<file path="src/rtl/rif_pkg.sv">
package rif_pkg;

    localparam int MAX_SYMBOLS = 16;
    localparam int SYM_BITS    = 8;
    localparam int DIGIT_BITS  = 4;
    localparam int RADIX_BITS  = 5;

    localparam int APB_ADDR_BITS = 5;
    localparam int APB_DATA_BITS = 64;

    localparam logic [SYM_BITS-1:0] CHAR_PLUS  = 8'h2B;
    localparam logic [SYM_BITS-1:0] CHAR_MINUS = 8'h2D;

    localparam logic [1:0] REG_SYM_LO   = 2'd0;
    localparam logic [1:0] REG_SYM_HI   = 2'd1;
    localparam logic [1:0] REG_BASE_LEN = 2'd2;

    localparam logic [RADIX_BITS-1:0] BASE_LEN_RESET = 5'd10;

    typedef logic [SYM_BITS-1:0] t_symbol;
    typedef t_symbol [MAX_SYMBOLS-1:0] t_alphabet;

    typedef struct packed {
        logic load;
        logic step;
        logic prep;
        logic emit_sign;
        logic emit_digit;
        logic emit_err;
    } t_dp_cmd;

    typedef struct packed {
        logic out_free;
        logic bit_last;
        logic negative;
        logic idx_zero;
    } t_dp_status;

endpackage

</file>
<file path="src/rtl/rif_if.sv">
interface rif_value_if #(
    parameter int VALUE_BITS = 32
);
    logic                         valid;
    logic                         ready;
    logic signed [VALUE_BITS-1:0] value;

    modport source (output valid, output value, input ready);
    modport sink (input valid, input value, output ready);
endinterface

interface rif_char_if;
    logic       valid;
    logic       ready;
    logic [7:0] character;
    logic       last;
    logic       invalid_base;

    modport source (output valid, output character, output last, output invalid_base,
                    input ready);
    modport sink (input valid, input character, input last, input invalid_base,
                  output ready);
endinterface

</file>
<file path="src/rtl/rif_cfg.sv">
module rif_cfg import rif_pkg::*; (
    input  logic                     i_clk,
    input  logic                     i_rst_n,
    input  logic                     psel,
    input  logic                     penable,
    input  logic                     pwrite,
    input  logic [APB_ADDR_BITS-1:0] paddr,
    input  logic [APB_DATA_BITS-1:0] pwdata,
    output logic [APB_DATA_BITS-1:0] prdata,
    output logic                     pready,
    output t_alphabet                o_alphabet,
    output logic [RADIX_BITS-1:0]    o_radix,
    output logic                     o_alpha_ok
);

    logic [APB_DATA_BITS-1:0] r_sym_lo;
    logic [APB_DATA_BITS-1:0] r_sym_hi;
    logic [RADIX_BITS-1:0]    r_base_len;
    logic                     r_alpha_ok;
    logic                     n_alpha_ok;
    logic                     wr_en;
    logic [1:0]               reg_sel;
    t_alphabet                alphabet;

    assign pready  = 1'b1;
    assign wr_en   = psel && penable && pwrite;
    assign reg_sel = paddr[4:3];

    always_ff @(posedge i_clk) begin
        if (!i_rst_n) begin
            r_sym_lo   <= '0;
            r_sym_hi   <= '0;
            r_base_len <= BASE_LEN_RESET;
            r_alpha_ok <= 1'b0;
        end else begin
            r_alpha_ok <= n_alpha_ok;
            if (wr_en) begin
                unique case (reg_sel)
                    REG_SYM_LO:   r_sym_lo   <= pwdata;
                    REG_SYM_HI:   r_sym_hi   <= pwdata;
                    REG_BASE_LEN: r_base_len <= pwdata[RADIX_BITS-1:0];
                    default: ;
                endcase
            end
        end
    end

    always_comb begin
        unique case (reg_sel)
            REG_SYM_LO:   prdata = r_sym_lo;
            REG_SYM_HI:   prdata = r_sym_hi;
            REG_BASE_LEN: prdata = {{(APB_DATA_BITS-RADIX_BITS){1'b0}}, r_base_len};
            default:      prdata = '0;
        endcase
    end

    assign alphabet = {r_sym_hi, r_sym_lo};

    // Only the symbols in use are checked for signs and duplicates.
    always_comb begin
        n_alpha_ok = (r_base_len >= RADIX_BITS'(2))
                     && (r_base_len <= RADIX_BITS'(MAX_SYMBOLS));
        for (int i = 0; i < MAX_SYMBOLS; i++) begin
            if (RADIX_BITS'(i) < r_base_len) begin
                if ((alphabet[i] == CHAR_PLUS) || (alphabet[i] == CHAR_MINUS)) begin
                    n_alpha_ok = 1'b0;
                end
                for (int j = i + 1; j < MAX_SYMBOLS; j++) begin
                    if ((RADIX_BITS'(j) < r_base_len) && (alphabet[i] == alphabet[j])) begin
                        n_alpha_ok = 1'b0;
                    end
                end
            end
        end
    end

    assign o_alphabet = alphabet;
    assign o_radix    = r_base_len;
    assign o_alpha_ok = r_alpha_ok;

endmodule

</file>
<file path="src/rtl/rif_dp.sv">
module rif_dp import rif_pkg::*; #(
    parameter int VALUE_BITS = 32
) (
    input  logic                         i_clk,
    input  logic                         i_rst_n,
    input  t_dp_cmd                      i_cmd,
    output t_dp_status                   o_status,
    input  logic signed [VALUE_BITS-1:0] i_value,
    input  t_alphabet                    i_alphabet,
    input  logic [RADIX_BITS-1:0]        i_radix,
    input  logic                         i_out_ready,
    output logic                         o_out_valid,
    output logic [SYM_BITS-1:0]          o_character,
    output logic                         o_last,
    output logic                         o_invalid_base
);

    localparam int DIGITS = VALUE_BITS;
    localparam int CW     = $clog2(DIGITS + 1);
    localparam int IW     = $clog2(DIGITS);

    logic [VALUE_BITS-1:0] r_mag;
    logic                  r_neg;
    logic [DIGIT_BITS-1:0] r_digits [DIGITS];
    logic [DIGIT_BITS-1:0] n_digits [DIGITS];
    logic [CW-1:0]         r_count;
    logic [IW-1:0]         r_bit_cnt;
    logic [IW-1:0]         r_idx;
    logic                  r_out_valid;
    logic [SYM_BITS-1:0]   r_out_char;
    logic                  r_out_last;
    logic                  r_out_err;

    logic [VALUE_BITS-1:0] raw;
    logic [VALUE_BITS-1:0] mag_in;
    logic [DIGITS-1:0]     gen;
    logic [DIGITS-1:0]     prop;
    logic [DIGITS:0]       sum;
    logic [DIGITS:0]       carry;
    logic [CW-1:0]         idx_init;

    assign raw    = i_value;
    assign mag_in = raw[VALUE_BITS-1] ? ((~raw) + {{(VALUE_BITS-1){1'b0}}, 1'b1}) : raw;

    // Each step doubles the digit vector and adds the next magnitude bit. A digit
    // carries when 2d+cin reaches the radix; the carry chain is resolved by one
    // add of the generate and propagate vectors.
    always_comb begin
        for (int i = 0; i < DIGITS; i++) begin
            gen[i]  = {1'b0, r_digits[i], 1'b0} >= {1'b0, i_radix};
            prop[i] = {1'b0, r_digits[i], 1'b1} == {1'b0, i_radix};
        end
        sum   = {1'b0, gen | prop} + {1'b0, gen} + {{DIGITS{1'b0}}, r_mag[VALUE_BITS-1]};
        carry = {sum[DIGITS], sum[DIGITS-1:0] ^ prop};
        for (int i = 0; i < DIGITS; i++) begin
            if (carry[i+1]) begin
                n_digits[i] = DIGIT_BITS'({r_digits[i], carry[i]} - i_radix);
            end else begin
                n_digits[i] = DIGIT_BITS'({r_digits[i], carry[i]});
            end
        end
    end

    assign idx_init = r_count - CW'(1);

    always_ff @(posedge i_clk) begin
        if (i_cmd.load) begin
            r_mag     <= mag_in;
            r_neg     <= raw[VALUE_BITS-1];
            r_bit_cnt <= IW'(VALUE_BITS - 1);
            for (int i = 0; i < DIGITS; i++) begin
                r_digits[i] <= '0;
            end
        end else if (i_cmd.step) begin
            r_mag     <= {r_mag[VALUE_BITS-2:0], 1'b0};
            r_bit_cnt <= r_bit_cnt - IW'(1);
            r_digits  <= n_digits;
        end
        if (i_cmd.prep) begin
            r_idx <= idx_init[IW-1:0];
        end else if (i_cmd.emit_digit) begin
            r_idx <= r_idx - IW'(1);
        end
    end

    always_ff @(posedge i_clk) begin
        if (!i_rst_n) begin
            r_count <= '0;
        end else if (i_cmd.load) begin
            r_count <= CW'(1);
        end else if (i_cmd.step) begin
            r_count <= r_count + CW'(carry[r_count]);
        end
    end

    always_ff @(posedge i_clk) begin
        if (!i_rst_n) begin
            r_out_valid <= 1'b0;
        end else if (i_cmd.emit_err || i_cmd.emit_sign || i_cmd.emit_digit) begin
            r_out_valid <= 1'b1;
        end else if (i_out_ready) begin
            r_out_valid <= 1'b0;
        end
    end

    always_ff @(posedge i_clk) begin
        if (i_cmd.emit_err) begin
            r_out_char <= '0;
            r_out_last <= 1'b1;
            r_out_err  <= 1'b1;
        end else if (i_cmd.emit_sign) begin
            r_out_char <= CHAR_MINUS;
            r_out_last <= 1'b0;
            r_out_err  <= 1'b0;
        end else if (i_cmd.emit_digit) begin
            r_out_char <= i_alphabet[r_digits[r_idx]];
            r_out_last <= (r_idx == '0);
            r_out_err  <= 1'b0;
        end
    end

    assign o_status.out_free = !r_out_valid || i_out_ready;
    assign o_status.bit_last = (r_bit_cnt == '0);
    assign o_status.negative = r_neg;
    assign o_status.idx_zero = (r_idx == '0);

    assign o_out_valid    = r_out_valid;
    assign o_character    = r_out_char;
    assign o_last         = r_out_last;
    assign o_invalid_base = r_out_err;

endmodule

</file>
<file path="src/rtl/rif_ctrl.sv">
module rif_ctrl import rif_pkg::*; (
    input  logic       i_clk,
    input  logic       i_rst_n,
    input  logic       i_in_valid,
    output logic       o_in_ready,
    input  logic       i_alpha_ok,
    input  t_dp_status i_status,
    output t_dp_cmd    o_cmd
);

    typedef enum logic [6:0] {
        S_IDLE  = 7'b0000001,
        S_CHECK = 7'b0000010,
        S_ERR   = 7'b0000100,
        S_CONV  = 7'b0001000,
        S_PREP  = 7'b0010000,
        S_SIGN  = 7'b0100000,
        S_DIGIT = 7'b1000000
    } t_state;

    t_state r_state;
    t_state n_state;

    always_ff @(posedge i_clk) begin
        if (!i_rst_n) begin
            r_state <= S_IDLE;
        end else begin
            r_state <= n_state;
        end
    end

    always_comb begin
        n_state    = r_state;
        o_cmd      = '0;
        o_in_ready = 1'b0;
        unique case (r_state)
            S_IDLE: begin
                o_in_ready = 1'b1;
                if (i_in_valid) begin
                    o_cmd.load = 1'b1;
                    n_state    = S_CHECK;
                end
            end
            S_CHECK: begin
                n_state = i_alpha_ok ? S_CONV : S_ERR;
            end
            S_ERR: begin
                if (i_status.out_free) begin
                    o_cmd.emit_err = 1'b1;
                    n_state        = S_IDLE;
                end
            end
            S_CONV: begin
                o_cmd.step = 1'b1;
                if (i_status.bit_last) begin
                    n_state = S_PREP;
                end
            end
            S_PREP: begin
                o_cmd.prep = 1'b1;
                n_state    = i_status.negative ? S_SIGN : S_DIGIT;
            end
            S_SIGN: begin
                if (i_status.out_free) begin
                    o_cmd.emit_sign = 1'b1;
                    n_state         = S_DIGIT;
                end
            end
            S_DIGIT: begin
                if (i_status.out_free) begin
                    o_cmd.emit_digit = 1'b1;
                    if (i_status.idx_zero) begin
                        n_state = S_IDLE;
                    end
                end
            end
            default: begin
                n_state = S_IDLE;
            end
        endcase
    end

endmodule

</file>
<file path="src/rtl/radix_integer_formatter.sv">
// Writes a signed integer as text in a radix set by a configured alphabet.
// The input channel carries one value per transfer. The output channel carries
// one character per transfer, most significant digit first, with a leading
// minus sign for negative values and last set on the final character.
// If the alphabet is invalid, the value produces a single transfer with
// character zero and both last and invalid_base set.
// The alphabet and its length are to be written over the APB port while the
// block is idle; the block itself does not enforce this. Reads return the
// register contents. A value is converted one bit of the magnitude per cycle
// through the digit-doubling carry chain, and its characters then follow one
// per cycle while the receiver accepts them.
// The next value is accepted in the cycle after the final character is
// loaded into the output register.
// A stalled receiver holds the current character in the output register and
// pauses the character sequence; nothing is dropped.
// Reset returns the block to idle with an empty output register, clears both
// symbol registers and sets the alphabet length to ten.
module radix_integer_formatter import rif_pkg::*; #(
    parameter int VALUE_BITS = 32
) (
    input  logic                     i_clk,
    input  logic                     i_rst_n,
    rif_value_if.sink                i_value_stream,
    rif_char_if.source               o_char_stream,
    input  logic                     psel,
    input  logic                     penable,
    input  logic                     pwrite,
    input  logic [APB_ADDR_BITS-1:0] paddr,
    input  logic [APB_DATA_BITS-1:0] pwdata,
    output logic [APB_DATA_BITS-1:0] prdata,
    output logic                     pready
);

    t_alphabet               alphabet;
    logic [RADIX_BITS-1:0]   radix;
    logic                    alpha_ok;
    t_dp_cmd                 dp_cmd;
    t_dp_status              dp_status;
    logic                    in_ready;
    logic [VALUE_BITS-1:0]   value_bits;

    assign value_bits = VALUE_BITS'(i_value_stream.value);

    rif_cfg u_cfg (
        .i_clk      (i_clk),
        .i_rst_n    (i_rst_n),
        .psel       (psel),
        .penable    (penable),
        .pwrite     (pwrite),
        .paddr      (paddr),
        .pwdata     (pwdata),
        .prdata     (prdata),
        .pready     (pready),
        .o_alphabet (alphabet),
        .o_radix    (radix),
        .o_alpha_ok (alpha_ok)
    );

    rif_ctrl u_ctrl (
        .i_clk      (i_clk),
        .i_rst_n    (i_rst_n),
        .i_in_valid (i_value_stream.valid),
        .o_in_ready (in_ready),
        .i_alpha_ok (alpha_ok),
        .i_status   (dp_status),
        .o_cmd      (dp_cmd)
    );

    rif_dp #(
        .VALUE_BITS (VALUE_BITS)
    ) u_dp (
        .i_clk          (i_clk),
        .i_rst_n        (i_rst_n),
        .i_cmd          (dp_cmd),
        .o_status       (dp_status),
        .i_value        (signed'(value_bits)),
        .i_alphabet     (alphabet),
        .i_radix        (radix),
        .i_out_ready    (o_char_stream.ready),
        .o_out_valid    (o_char_stream.valid),
        .o_character    (o_char_stream.character),
        .o_last         (o_char_stream.last),
        .o_invalid_base (o_char_stream.invalid_base)
    );

    assign i_value_stream.ready = in_ready;

endmodule

</file>
<file path="src/flat_wrapper.sv">
// flat-port wrapper written by rule: the top's interface ports become plain ports
module radix_integer_formatter_flat import rif_pkg::*;
#(
    parameter int VALUE_BITS = 32
)
  (i_clk, i_rst_n, psel, penable, pwrite, paddr, pwdata, prdata, pready, i_value_stream_valid, i_value_stream_value, i_value_stream_ready, o_char_stream_valid, o_char_stream_character, o_char_stream_last, o_char_stream_invalid_base, o_char_stream_ready);
  rif_value_if #(.VALUE_BITS(VALUE_BITS)) i_value_stream_i ();
  rif_char_if o_char_stream_i ();
  input  logic i_clk;
  input  logic i_rst_n;
  input  logic psel;
  input  logic penable;
  input  logic pwrite;
  input  logic [APB_ADDR_BITS-1:0] paddr;
  input  logic [APB_DATA_BITS-1:0] pwdata;
  output logic [APB_DATA_BITS-1:0] prdata;
  output logic pready;
  input wire logic [$bits(i_value_stream_i.valid)-1:0] i_value_stream_valid;
  input wire logic [$bits(i_value_stream_i.value)-1:0] i_value_stream_value;
  output wire logic [$bits(i_value_stream_i.ready)-1:0] i_value_stream_ready;
  output wire logic [$bits(o_char_stream_i.valid)-1:0] o_char_stream_valid;
  output wire logic [$bits(o_char_stream_i.character)-1:0] o_char_stream_character;
  output wire logic [$bits(o_char_stream_i.last)-1:0] o_char_stream_last;
  output wire logic [$bits(o_char_stream_i.invalid_base)-1:0] o_char_stream_invalid_base;
  input wire logic [$bits(o_char_stream_i.ready)-1:0] o_char_stream_ready;
  assign i_value_stream_i.valid = i_value_stream_valid;
  assign i_value_stream_i.value = i_value_stream_value;
  assign i_value_stream_ready = i_value_stream_i.ready;
  assign o_char_stream_valid = o_char_stream_i.valid;
  assign o_char_stream_character = o_char_stream_i.character;
  assign o_char_stream_last = o_char_stream_i.last;
  assign o_char_stream_invalid_base = o_char_stream_i.invalid_base;
  assign o_char_stream_i.ready = o_char_stream_ready;
  radix_integer_formatter #(.VALUE_BITS(VALUE_BITS)) u_core (.i_clk(i_clk), .i_rst_n(i_rst_n), .i_value_stream(i_value_stream_i), .o_char_stream(o_char_stream_i), .psel(psel), .penable(penable), .pwrite(pwrite), .paddr(paddr), .pwdata(pwdata), .prdata(prdata), .pready(pready));
endmodule
</file>
<file path="config.mk">
export PLATFORM = sky130hd
export DESIGN_NAME = radix_integer_formatter_flat
export DESIGN_NICKNAME = d
export VERILOG_FILES = /design/src/rtl/rif_pkg.sv /design/src/rtl/rif_if.sv /design/src/rtl/rif_cfg.sv /design/src/rtl/rif_dp.sv /design/src/rtl/rif_ctrl.sv /design/src/rtl/radix_integer_formatter.sv /design/src/flat_wrapper.sv
export SDC_FILE = /design/constraint.sdc
export NUM_CORES = 2
export LEC_CHECK = 0
export BUFFER_PORTS_ARGS = -buffer_cell sky130_fd_sc_hd__buf_2
export CORE_MARGIN = 8
export CORE_UTILIZATION = 40
export CTS_CLUSTER_SIZE = 12
export DETAILED_ROUTE_END_ITERATION = 8
export RECOVER_POWER = 100
export SYNTH_ARGS = -nofsm -noshare
export SYNTH_HDL_FRONTEND = slang
export SYNTH_HIERARCHICAL = 1
export SYNTH_SLANG_ARGS = --single-unit
</file>
<file path="constraint.sdc">
create_clock -name i_clk -period 7.4 [get_ports i_clk]
set_clock_uncertainty 0.05 [all_clocks]
set_input_delay 1.11 -clock i_clk [delete_from_list [all_inputs] [get_ports i_clk]]
set_output_delay 1.11 -clock i_clk [all_outputs]
set_load 0.005 [all_outputs]
</file>
==> impl_results.md <==
- Cell Area, Synth: 37700 um2
- GR Overflow Total: 0
- Setup Buffers After CTS: 0
- CTS root buffer: clkbuf_16
- VDD IR max: 0.161 mV
- Min Tclk post-route: 6.56 ns
- Fill cell count: 9503
- Max frequency: 153 MHz
- DP Cell Count: 5812
- Die Ht: 323 um
- CTS Hold Bufs: 0
- Worst slew pin tran: 3.52 ns
- Sink Count: 329
- Critical path class: flip-flop to flip-flop
- Vias in the first global route: 33900
- Setup crit end kind: flip-flop
- CTS tree: built
- P per Cell Area: 116 nW/um2
- Utilization after layout: 43.6%
- Failing checks: max-capacitance violations, max-slew violations
- Post-Syn Nets: 4939
- Clock transition at path regs: 0.06 ns
- Met3 wire len: 13900 um
- Die width: 323 um
- Via density: 5.99
- Post-synth ARST share: 0%
- Hold/Removal Path Class: flip-flop to flip-flop
- Crit path required time: 7.86 ns
- Initial core utilization: 40.4%
- CTS Buffer Depth: 3
- Final #Nets: 4910
- CP Max Fanout: 14
- Post-synth EDFFs: 38
- Number of routed nets with antenna violations: 0
- Layout cell share with drive strength beyond 1: 10.4%
- Area added between synthesis and finish: 7.99%
- Total CTS buffers: 43
- RSZ-0062 raised after global routing: no
- Iter 0 DRT Violations: 4174
- Synth Area per Inst: 8.14 um2
- DRT Pass-1 Iters: 8
- Yosys reg bits: 329
- Tot GR Track Use: 25.8%
- H-tree depth: 2
- Met1 Wirelength: 57000 um
- Total number of yosys warnings: 6
- Final Max Slew Viols: 501
- DR WL/cell: 24.0 um
- Post-DP HPWL: 90700 um
- Dominant synthesized flop cell: dfxtp_1
- Leading area contributor after synthesis: xnor2_1
- Register area: 6970 um2
- Core area: 93300 um2
- Port Buffer Count: 180
- Relative slew slack: -134%
- Post-Route Setup TNS: 0 ns
- Routed vias: 35300
- Non-Filler Instances: 5892
- CP Launch Type: flip-flop
- Pleak: 0.0155 uW
- Crit path DAT: 7.01 ns
- Synth top area share: 18.3%
- Final worst-path cycle share: 88.6%
- Row count: 112
- Max Used Layer: met4
- Area of the multi-input gates: 28200 um2
- RD Place Congestion: 0.964
- Largest net degree at the start of global routing: 156
- Top Ports: 185
- Post-Syn Instances: 4632
- Die area: 104000 um2
- Initial antenna violation count: 6
- Synth area leaders: xnor2_1 18%, dfxtp_1 15%, xor2_1 7.3%
- Max Cap Violations: 10
- WHS: 0.403 ns
- Endpoints failing setup: 0
- Tot Pwr: 4710 uW
- First-pass GRT wire length: 211000 um
- Met2 Routed Length: 61600 um
- Synth unique cells: 113
- Status: finished with violations
- Routed WL: 141000 um
- Post-synthesis sequential area ratio: 18.5%
- DRC errors left: 0
- Worst skew pair latency: 0.62 ns
- Final Hold Viols: 0
- # resized after CTS: 0
layout by cell type (no fill, tap or decap), types with 52 or more instances in the layout:
cell and n:
a211oi_1 121, a21oi_1 169, inv_1 100, nand4_1 203, xor2_1 315, nor2_1 376, o21ai_0 101, mux4_2 52
ha_1 167, dfxtp_1 290, clkbuf_1 82, a21boi_0 130, xnor2_1 789, nand2_1 382, nor3_1 101, nor4_1 89
mux2i_1 200, buf_2 102, buf_4 170
routing by layer:
metal / vias up / global-route usage (%)
li1: 16100 / -
met4: 0 / 14.3
met3: 547 / 5.15
met1: 16700 / 32.6
met2: 1955 / 40.9
met5: - / 0
area by class of cell:
class | instances | share of cell area [%]
clock buffers | 56 | 2.81
multi-input cells | 3765 | 69.3
inverters | 104 | 0.959
repair buffers | 360 | 5.29
flip-flops and latches | 329 | 17.1
diodes | 1 | 0.00615
well taps | 1254 | 3.85
clock inverters | 23 | 0.652
metrics by stage:
stage / cell area (um2) / setup WS (ns)
after CTS: 40900 / 1.27
final: 40700 / 0.844
after global routing: 40700 / 0.468
after global placement: 39500 / 1.25
after floorplan: 37700 / 0.922
after detailed placement: 39500 / 1.28
cells by family after synthesis:
kind of cell | share of synthesized area, %
compound gates | 13.9
simple gates | 18.7
other cells | 0.00995
mux | 9.10
fa+ha+maj | 7.24
buf+inv | 6.60
xor+xnor | 26.0
flops | 18.5
worst paths after layout:
path                                                 start                    endpoint  slack (ns)  cells after the start
worst max-delay path               u_core/u_cfg/o_radix[1]      u_core/u_dp/r_count[4]        0.84                     20
worst min register to register  u_core/u_dp/o_invalid_base  u_core/u_dp/o_invalid_base        0.40                      1
worst min-delay path            u_core/u_dp/o_invalid_base  u_core/u_dp/o_invalid_base        0.40                      1
worst max register to register     u_core/u_cfg/o_radix[1]      u_core/u_dp/r_count[4]        0.84                     20
cell usage after synthesis, drive strengths merged, types with 103 or more instances:
library cell    n
a211oi        121
a21boi        130
a21oi         172
buf           311
clkbuf        123
dfxtp         291
ha            167
inv           103
mux2i         202
nand2         382
nand4         204
nor2          378
nor3          103
o21ai         108
xnor2         790
xor2          320
worst max-delay path: stages, from the launching register on:
cell and delay (ns):
dfxtp_1 0.34, clkinv_1 0.43, buf_4 0.42, ha_1 0.34
nand4_1 0.13, or3_1 0.35, nand4bb_1 0.23, a2111oi_0 0.89
o31ai_2 0.17, a31oi_4 0.29, a41oi_2 0.25, o41ai_1 0.66
xor2_2 0.48, mux2i_1 0.17, a311oi_1 0.38, o211ai_1 0.12
ha_1 0.22, ha_1 0.20, nand4_1 0.10, xor2_1 0.15
nor2_1 0.05
where the power goes:
group | internal, uW | switching [uW] | total (uW) | leakage (uW)
clock network | 1240 | 917 | 2160 | 0.000686
registers | 1850 | 21.3 | 1870 | 0.00272
logic | 261 | 421 | 682 | 0.0121
total | 3350 | 1360 | 4710 | 0.0155
flip-flops by register name (all words and copies together) (netlist names), 6 cells and up:
name	count
u_core/u_cfg/r_sym_hi	64
u_core/u_cfg/r_sym_lo	64
u_core/u_ctrl/r_state	7
u_core/u_dp/o_character	8
u_core/u_dp/r_count	6
u_core/u_dp/r_digits	128
u_core/u_dp/r_mag	32
Power figures use the tool's default switching activity.
